$ cat src/rtl/ptw_pkg.sv
// Shared types, codes and helpers for the four-level page table walker.
// No dependencies; imported by the walker top level and its checker.
`timescale 1ns / 1ps

package ptw_pkg;

    // Field widths
    localparam int unsigned VA_W    = 64;
    localparam int unsigned PA_W    = 52;
    localparam int unsigned SVA_W   = 48;
    localparam int unsigned FLAGS_W = 10;
    localparam int unsigned IDX_W   = 9;

    // Item kinds
    localparam logic ACT_START    = 1'b0;
    localparam logic ACT_RESPONSE = 1'b1;
    localparam logic KIND_READ    = 1'b0;
    localparam logic KIND_FINAL   = 1'b1;

    // Walk levels
    localparam logic [1:0] LVL_PML4 = 2'd0;
    localparam logic [1:0] LVL_PDPT = 2'd1;
    localparam logic [1:0] LVL_PD   = 2'd2;
    localparam logic [1:0] LVL_PT   = 2'd3;

    // Page size codes
    localparam logic [1:0] PSZ_NONE = 2'd0;
    localparam logic [1:0] PSZ_4K   = 2'd1;
    localparam logic [1:0] PSZ_2M   = 2'd2;
    localparam logic [1:0] PSZ_1G   = 2'd3;

    // Entry bit positions
    localparam int unsigned E_PS = 7;
    localparam int unsigned E_G  = 8;
    localparam int unsigned E_NX = 63;

    typedef enum logic [2:0] {
        ST_OK          = 3'd0,
        ST_NONCANON    = 3'd1,
        ST_UNSUPPORTED = 3'd2,
        ST_READ_FAIL   = 3'd3,
        ST_NOT_PRESENT = 3'd4,
        ST_UNEXPECTED  = 3'd5
    } t_status;

    // Table index of the saved address at a given level
    function automatic logic [IDX_W-1:0] level_index(input logic [SVA_W-1:0] va,
                                                     input logic [1:0] lvl);
        logic [IDX_W-1:0] idx;
        case (lvl)
            LVL_PML4: idx = va[47:39];
            LVL_PDPT: idx = va[38:30];
            LVL_PD:   idx = va[29:21];
            LVL_PT:   idx = va[20:12];
            default:  idx = va[20:12];
        endcase
        return idx;
    endfunction

    // Decode the flag bits of one entry: P,W,U,PWT,PCD,A,D,large,G,NX
    function automatic logic [FLAGS_W-1:0] decode_flags(input logic [63:0] e,
                                                        input logic large_ok);
        logic [FLAGS_W-1:0] f;
        f      = '0;
        f[6:0] = e[6:0];
        f[7]   = large_ok & e[E_PS];
        f[8]   = e[E_G];
        f[9]   = e[E_NX];
        return f;
    endfunction

endpackage

$ cat src/rtl/four_level_page_table_walker.sv
// Four-level page table walker: input register, one walk step, result register.
// Depends on ptw_pkg.
`timescale 1ns / 1ps

// Usage:
//   Input channel (i_in_valid / o_in_ready) takes a start item (i_action = 0,
//   virtual address and root register) or an entry read response (i_action = 1,
//   entry value and read-ok bit). Every input item yields exactly one result
//   item on the output channel (o_out_valid / i_out_ready): either a read
//   request for the next table entry (o_result_kind = 0) or a final result.
//   An accepted item is held in the input register, and the step logic
//   writes its result into the result register, which drives o_out_valid.
//   Throughput is one item per cycle while i_out_ready stays high; the step
//   is a mask and bit-splice, since the index times eight lands in the zero
//   low bits of the 4KB-aligned table base.
//   Memory latency sits outside the block, between a read request and its
//   response.
//   When the receiver stalls, the result register holds and the input register
//   fills; o_in_ready drops while both are occupied and i_out_ready is low.
//   Reset (synchronous, active low) empties both registers, returns the walk to
//   idle, and clears five-level mode. A high i_cfg_we writes it at the next edge.
module four_level_page_table_walker
    import ptw_pkg::*;
(
    input  logic              i_clk,
    input  logic              i_rst_n,
    // configuration
    input  logic              i_cfg_we,
    input  logic              i_cfg_wdata,
    // input channel
    input  logic              i_in_valid,
    output logic              o_in_ready,
    input  logic              i_action,
    input  logic [VA_W-1:0]   i_virtual_address,
    input  logic [63:0]       i_table_root,
    input  logic [63:0]       i_entry_value,
    input  logic              i_read_ok,
    // output channel
    output logic              o_out_valid,
    input  logic              i_out_ready,
    output logic              o_result_kind,
    output logic [PA_W-1:0]   o_entry_address,
    output logic [1:0]        o_walk_level,
    output logic [2:0]        o_status,
    output logic [PA_W-1:0]   o_physical_address,
    output logic [1:0]        o_page_size,
    output logic [FLAGS_W-1:0] o_effective_flags
);

    // Configuration and walk state
    logic                r_five_level;
    logic                r_walk_active, n_walk_active;
    logic [1:0]          r_level, n_level;
    logic [SVA_W-1:0]    r_saved_va, n_saved_va;
    logic [2:0]          r_req, n_req;
    logic [FLAGS_W-1:0]  r_acc, n_acc;

    // Input register
    logic                r_in_valid;
    logic                r_action;
    logic [VA_W-1:0]     r_va;
    logic [63:0]         r_root;
    logic [63:0]         r_entry;
    logic                r_read_ok;

    // Result register
    logic                r_out_valid;
    logic                r_kind, n_kind;
    logic [PA_W-1:0]     r_eaddr, n_eaddr;
    logic [1:0]          r_wlevel, n_wlevel;
    t_status             r_status, n_status;
    logic [PA_W-1:0]     r_pa, n_pa;
    logic [1:0]          r_psize, n_psize;
    logic [FLAGS_W-1:0]  r_flags, n_flags;

    logic                step;
    logic                in_fire;
    logic                canon;
    logic                large_ok;
    logic                is_large;
    logic [FLAGS_W-1:0]  ent_flags;
    logic [FLAGS_W-1:0]  merged;
    logic [1:0]          next_level;

    // Handshake: step when the result register is free or being drained
    assign step       = r_in_valid & (~r_out_valid | i_out_ready);
    assign o_in_ready = ~r_in_valid | step;
    assign in_fire    = i_in_valid & o_in_ready;

    // Step logic: one walk step on the registered item
    always_comb begin
        canon      = (r_va[63:47] == '0) | (r_va[63:47] == '1);
        large_ok   = (r_level == LVL_PDPT) | (r_level == LVL_PD);
        is_large   = large_ok & r_entry[E_PS];
        ent_flags  = decode_flags(r_entry, large_ok);
        next_level = r_level + 2'd1;

        n_walk_active = r_walk_active;
        n_level       = r_level;
        n_saved_va    = r_saved_va;
        n_req         = r_req;
        n_acc         = r_acc;
        merged        = '0;

        n_kind   = KIND_FINAL;
        n_eaddr  = '0;
        n_wlevel = LVL_PML4;
        n_status = ST_OK;
        n_pa     = '0;
        n_psize  = PSZ_NONE;
        n_flags  = '0;

        if (r_action == ACT_START) begin
            // Drop any walk in progress and begin a new one if the address is canonical and five-level mode is off
            n_walk_active = 1'b0;
            n_level       = LVL_PML4;
            n_req         = '1;
            n_acc         = '0;
            if (!canon) begin
                n_status = ST_NONCANON;
            end else if (r_five_level) begin
                n_status = ST_UNSUPPORTED;
            end else begin
                n_saved_va    = r_va[SVA_W-1:0];
                n_walk_active = 1'b1;
                n_kind        = KIND_READ;
                n_eaddr       = {r_root[51:12], level_index(r_va[SVA_W-1:0], LVL_PML4),
                                 3'b000};
            end
        end else if (!r_walk_active) begin
            n_status = ST_UNEXPECTED;
        end else begin
            n_wlevel = r_level;
            if (!r_read_ok) begin
                n_walk_active = 1'b0;
                n_status      = ST_READ_FAIL;
            end else if (!r_entry[0]) begin
                n_walk_active = 1'b0;
                n_status      = ST_NOT_PRESENT;
            end else begin
                // Merge flags: AND for P,W,U, OR for the rest
                n_acc  = r_acc | ent_flags;
                n_req  = r_req & ent_flags[2:0];
                merged = {n_acc[FLAGS_W-1:3], n_acc[2:0] & n_req};
                if (is_large && r_level == LVL_PDPT) begin
                    n_walk_active = 1'b0;
                    n_pa    = {r_entry[51:30], r_saved_va[29:0]};
                    n_psize = PSZ_1G;
                    n_flags = merged;
                end else if (is_large) begin
                    n_walk_active = 1'b0;
                    n_pa    = {r_entry[51:21], r_saved_va[20:0]};
                    n_psize = PSZ_2M;
                    n_flags = merged;
                end else if (r_level == LVL_PT) begin
                    n_walk_active = 1'b0;
                    n_pa    = {r_entry[51:12], r_saved_va[11:0]};
                    n_psize = PSZ_4K;
                    n_flags = merged;
                end else begin
                    // Advance to the next table
                    n_level  = next_level;
                    n_kind   = KIND_READ;
                    n_wlevel = next_level;
                    n_eaddr  = {r_entry[51:12], level_index(r_saved_va, next_level), 3'b000};
                end
            end
        end
    end

    // Control registers
    always_ff @(posedge i_clk) begin
        if (!i_rst_n) begin
            r_five_level  <= 1'b0;
            r_walk_active <= 1'b0;
            r_level       <= LVL_PML4;
            r_saved_va    <= '0;
            r_req         <= '1;
            r_acc         <= '0;
            r_in_valid    <= 1'b0;
            r_out_valid   <= 1'b0;
        end else begin
            if (i_cfg_we) begin
                r_five_level <= i_cfg_wdata;
            end
            if (step) begin
                r_walk_active <= n_walk_active;
                r_level       <= n_level;
                r_saved_va    <= n_saved_va;
                r_req         <= n_req;
                r_acc         <= n_acc;
            end
            if (in_fire) begin
                r_in_valid <= 1'b1;
            end else if (step) begin
                r_in_valid <= 1'b0;
            end
            if (step) begin
                r_out_valid <= 1'b1;
            end else if (i_out_ready) begin
                r_out_valid <= 1'b0;
            end
        end
    end

    // Input payload: load on accept
    always_ff @(posedge i_clk) begin
        if (in_fire) begin
            r_action  <= i_action;
            r_va      <= i_virtual_address;
            r_root    <= i_table_root;
            r_entry   <= i_entry_value;
            r_read_ok <= i_read_ok;
        end
    end

    // Result payload: load on step, hold otherwise
    always_ff @(posedge i_clk) begin
        if (step) begin
            r_kind   <= n_kind;
            r_eaddr  <= n_eaddr;
            r_wlevel <= n_wlevel;
            r_status <= n_status;
            r_pa     <= n_pa;
            r_psize  <= n_psize;
            r_flags  <= n_flags;
        end
    end

    assign o_out_valid        = r_out_valid;
    assign o_result_kind      = r_kind;
    assign o_entry_address    = r_eaddr;
    assign o_walk_level       = r_wlevel;
    assign o_status           = r_status;
    assign o_physical_address = r_pa;
    assign o_page_size        = r_psize;
    assign o_effective_flags  = r_flags;

endmodule

$ cat config.mk
export PLATFORM = sky130hd
export DESIGN_NAME = four_level_page_table_walker
export DESIGN_NICKNAME = d
export VERILOG_FILES = /design/src/rtl/ptw_pkg.sv /design/src/rtl/four_level_page_table_walker.sv
export SDC_FILE = /design/constraint.sdc
export NUM_CORES = 1
export LEC_CHECK = 0
export CAP_MARGIN = 20
export CORE_MARGIN = 8
export CORE_UTILIZATION = 55
export DETAILED_ROUTE_END_ITERATION = 12
export DONT_BUFFER_PORTS = 1
export HOLD_SLACK_MARGIN = 0.12
export PLACE_DENSITY = 0.81
export SLEW_MARGIN = 20
export SYNTH_ARGS = -nofsm -noshare
export SYNTH_HDL_FRONTEND = slang
export SYNTH_SLANG_ARGS = --single-unit
$ cat constraint.sdc
create_clock -name i_clk -period 14.5 [get_ports i_clk]
set_input_delay 0.725 -clock i_clk [delete_from_list [all_inputs] [get_ports i_clk]]
set_output_delay 0.725 -clock i_clk [all_outputs]
set_load 0.1 [all_outputs]
Yosys cells after proc, flatten, opt, wreduce, memory -nomap -nowiden

Cells that the tools add are included.

Flip-flop bits (word level): 371
Input bits: 200
Output and inout bits: 124
Logic and storage cells: 117

$add $sub $neg: 1
Eq/ne operators: 10
Mux-type cells: 62
Bitwise gates (word level): 14
Reductions and logical operators: 10

Operators by type and width:

| operator                                              | count |
|---|---|
| two-way mux 52 bit                                    | 12 |
| two-way mux 10 bit                                    | 7 |
| case mux 9 bit (4 select lines)                       | 1 |
| two-way mux 3 bit                                     | 8 |
| two-way mux 1 bit                                     | 23 |
| two-way mux 2 bit                                     | 11 |
| == test 17 bit, second input constant                 | 1 |
| logical NOT 17 bit                                    | 1 |
| AND reduction 4 bit                                   | 3 |
| bitwise OR 10 bit                                     | 1 |
| == test 2 bit, second input constant                  | 4 |
| AND 3 bit                                             | 2 |
| == test 2 x 1 -> 1 bit, second input constant         | 2 |
| inequality test 2 x 1 -> 1 bit, second input constant | 2 |
| NOT 1 bit                                             | 4 |
| bitwise OR 1 bit                                      | 4 |
| AND reduction 2 bit                                   | 2 |
| nonzero test 2 bit                                    | 2 |
| AND 1 bit                                             | 3 |
| adder 2 x 1 -> 2 bit, second input constant           | 1 |
| logical NOT 2 bit                                     | 1 |
| inequality test 2 bit, second input constant          | 1 |
| logical AND 1 bit                                     | 1 |

Logic depth before layout (Yosys ltp)

Depth after elaboration: 10
Gate-level depth with buffers: 8
Depth with buffers taken out: 7

Worst setup path after synthesis

No wires, ideal clock.

Path kind: reg-to-reg
Start: register r_out_valid, in the netlist o_out_valid
End: register r_action, enable pin
Setup time: 533 ps
Arrival time: 5294 ps
Required time: 13967 ps
Path slack: 8672 ps
Cell stages (with the launch flop): 4
Path buffers: 0
Clock period less this slack: 5828 ps
Cell sequence: dfxtp_1 nor2b_1 nand2_1 and2_1

Word-level cells in the longest chain between the ends: 5

Ends and longest elaborated chain:

| item                   | line                                | source |
|---|---|---|
| start, declared        | four_level_page_table_walker.sv:67  | `logic r_out_valid;` |
| start signal, assigned | four_level_page_table_walker.sv:181 | `r_out_valid <= 1'b0;` |
| start signal, assigned | four_level_page_table_walker.sv:199 | `r_out_valid <= 1'b1;` |
| start signal, assigned | four_level_page_table_walker.sv:201 | `r_out_valid <= 1'b0;` |
| NOT 1 bit              | four_level_page_table_walker.sv:86  | `assign step = r_in_valid & (~r_out_valid \| i_out_ready);` |
| bitwise OR 1 bit       | four_level_page_table_walker.sv:86  |  |
| AND 1 bit              | four_level_page_table_walker.sv:86  |  |
| bitwise OR 1 bit       | four_level_page_table_walker.sv:87  | `assign o_in_ready = ~r_in_valid \| step;` |
| net o_in_ready         | four_level_page_table_walker.sv:32  | `output logic o_in_ready,` |
| AND 1 bit              | four_level_page_table_walker.sv:88  | `assign in_fire = i_in_valid & o_in_ready;` |
| net in_fire            | four_level_page_table_walker.sv:77  | `logic in_fire;` |
| end signal, assigned   | four_level_page_table_walker.sv:209 | `r_action <= i_action;` |
| end, declared          | four_level_page_table_walker.sv:60  | `logic r_action;` |

The timed path passes the listed nets, and every way through them passes these cells.
A chain may end at the register's enable or synchronous reset.

Worst setup path in the final report

Start: register r_out_valid, in the netlist o_out_valid
End: register r_read_ok, enable pin

Word-level cells in the longest chain between the ends: 5

Ends and longest elaborated chain:

| item                 | line                                | source |
|---|---|---|
| NOT 1 bit            | four_level_page_table_walker.sv:86  |  |
| bitwise OR 1 bit     | four_level_page_table_walker.sv:86  |  |
| AND 1 bit            | four_level_page_table_walker.sv:86  |  |
| bitwise OR 1 bit     | four_level_page_table_walker.sv:87  |  |
| net o_in_ready       | four_level_page_table_walker.sv:32  |  |
| AND 1 bit            | four_level_page_table_walker.sv:88  |  |
| net in_fire          | four_level_page_table_walker.sv:77  |  |
| end signal, assigned | four_level_page_table_walker.sv:213 | `r_read_ok <= i_read_ok;` |
| end, declared        | four_level_page_table_walker.sv:64  | `logic r_read_ok;` |

The timed path passes the listed nets, and every way through them passes these cells.

==> impl_metrics.toml <==
[cts]
cts_buffer_depth = 3
cts_tree = "yes"
cts_root_buf = "clkbuf_16"
clk_pin_slew_ps = 60
hold_buffers = 0
postCtsSetupRepairBufs = 0
cts-buffers-inserted = 31
clk_latency_ps = 550
htree_levels = 1
cts_resized = 0
cts_sinks = 330

[drt]
totalWireLength_um = 26000
vias = 6263
first_iter_violations = 521
ant_nets = 0
vias_per_cell = 5.94
post-route-drc-count = 0
wire_per_inst_um = 24.6
first_pass_iters = 5

[timing]
worst_pin_slew_ps = 1000
period_needed_ps = 4160
period_share_pct = 28.7
finalWorstSetupSlack_ps = 10340
hold_slack_ps = 267
tns_ps = 0
finClkSkew_ps = 13.8
setup_viol = 0
finalHoldViolCount = 0
rsz0062_at_grt = "no"
slew_viol_final = 0
max_freq_mhz = 240
slew_headroom_pct = 33.0

[cells_and_area]
finish.instance_area_sq_um = 13200
layout.nets = 954
drive_above_1_share_pct = 13.7
final_cell_mix = "edfxtp_1 (275), dfxtp_1 (55), a22o_1 (49)"
final_common_cell = "edfxtp_1"
area_growth_pct = 9.03

[power_and_ir_drop]
leakagePower_nw = 4.30
finalPower_mw = 1.96
ir_worst_vdd_uv = 115
cellPowerDensity_nw_per_um2 = 148

[synthesis]
synth_top_area_share_pct = 68.2
synth_cells = 754
syn_area_sq_um = 12100
synth_ff_type = "edfxtp_1"
yosysUniqueCellTypes = 43
yosysTopAreaCell = "edfxtp_1"
ys_async_sr_fraction_pct = 0
ys_warn_count = 0
syn_area_per_cell_sq_um = 16.1
synth.area.top_cells = "edfxtp_1 (68%), dfxtp_1 (9.1%), a22o_1 (3.5%), a21boi_2 (2.7%), and2_1 (2.0%)"
ys_ff_latch = 330
synth_edf_count = 275
ys_seq_area_share_pct = 77.3

[floorplan]
die_x_um = 164
rows = 54
start_util_pct = 55.8
die-area_sq_um = 27000
io_pins = 324
coreArea_sq_um = 21700
die_h_um = 164

[grt]
antenna_found_initial = 1
grt_pass1_wl_um = 37700
grt_max_degree = 77
grt_overflow = 0
grt_pass1_vias = 6233
grt_use_total_pct = 18.4

[placement]
place_area_sq_um = 12300
hpwl_um = 18400
globalplace.congestion = 0.798
dp_slack_ps = 10320
io_buffers = 0

[run]
timing.max_cap.violations = 0

[setup_path]
cp_common_cell = "buf_4"
cp_data_arrival_time_ps = 4330
crit_chain = "nor2b_1, nand2_1, and2_4, buf_4, buf_4"
cp_num_buf_inv = 2
setup.worst_path.start_class = "flop"
max_stage_delay_ps = 720
end_kind = "flop"
critPathKind = "flop to flop"
crit_fanout = 56
crit_slowest_cell = "and2_4"
cp.required_ps = 14670
cp_top_family = "simple AND/OR/NAND/NOR gates"

[min_path]
hp-class = "input port to flop"

[outcome]
status = "completed"
==> metal layers <==
| metal | global-route usage, % | part of all wire, % |
|---|---|---|
| met2 | 31.0 | 49 |
| met4 | 7.60 | 3.8 |
| met1 | 22.1 | 38 |
| met3 | 4.91 | 9.4 |
| met5 | 0 | 0 |
==> cells by family (layout without fill, tap and decap cells) <==
family	Yosys count	in the layout	share of synthesized area (%)
fa+ha+maj	6	6	0.620
buf+inv	54	70	2.36
flops	330	330	77.3
compound gates	182	182	12.0
other cells	1	5	0.0310
simple gates	180	180	7.58
mux	1	1	0.0827
==> cell type report <==
| type | count | area (sq um) |
|---|---|---|
| Multi-Input combinational cell | 372 | 2480 |
| Antenna cell | 2 | 5.00 |
| Tap cell | 280 | 350 |
| Clock buffer | 50 | 887 |
| Clock inverter | 7 | 32.5 |
| Sequential cell | 330 | 9360 |
| Timing Repair Buffer | 9 | 67.6 |
| Inverter | 4 | 17.5 |
| Fill cell | 1564 | 8490 |
==> synth_stat cells, types with 4 or more instances <==
| cell | number |
|---|---|
| clkbuf_1 | 23 |
| o21ai_0 | 22 |
| and3_1 | 5 |
| nor2_1 | 33 |
| a21boi_2 | 29 |
| dfxtp_1 | 55 |
| inv_1 | 4 |
| a21oi_1 | 20 |
| o21ai_2 | 19 |
| nor3_1 | 4 |
| and2_1 | 39 |
| buf_1 | 7 |
| buf_2 | 13 |
| o21ai_1 | 11 |
| nand2_1 | 37 |
| ha_1 | 6 |
| a22o_1 | 49 |
| a21boi_1 | 10 |
| nand2b_1 | 4 |
| edfxtp_1 | 275 |
| a222oi_1 | 9 |
| nand3_1 | 41 |
| nand4_1 | 5 |
==> sequential cells by signal (all words and copies together) (netlist names), 3 cells and up <==
signal and flops:
o_effective_flags 10, o_physical_address 52, r_acc 7, r_req 3, o_status 3, r_root 40
r_va 64, r_entry 50, r_saved_va 39, o_entry_address 49
==> per-stage QoR <==
step,cells,util (%)
floorplan,756,-
global placement,995,56.6
detailed placement,995,56.6
CTS,1052,60.8
global route,1053,60.9
finish,1054,60.9
==> worst register-to-register path, stage by stage, from the launching register on <==
cell,delay (ps)
dfxtp_1,650
nor2b_1,330
nand2_1,700
and2_4,720
buf_4,710
buf_4,670
==> power breakdown <==
part           internal, mW  leakage [nW]  switching, mW
combinational       0.00708         0.787         0.0261
sequential             1.07          3.07          0.121
clock                 0.414         0.443          0.313
total                  1.49          4.30          0.461
==> worst paths after layout <==
path	start	endpoint	slack (ps)	cells after the start
max	o_out_valid	r_read_ok	10340	5
max reg2reg	o_out_valid	r_read_ok	10340	5
min reg2reg	r_req[0]	r_req[0]	430	1
min	i_entry_value[37]	r_entry[37]	270	0
Power figures use the tool's default switching activity.
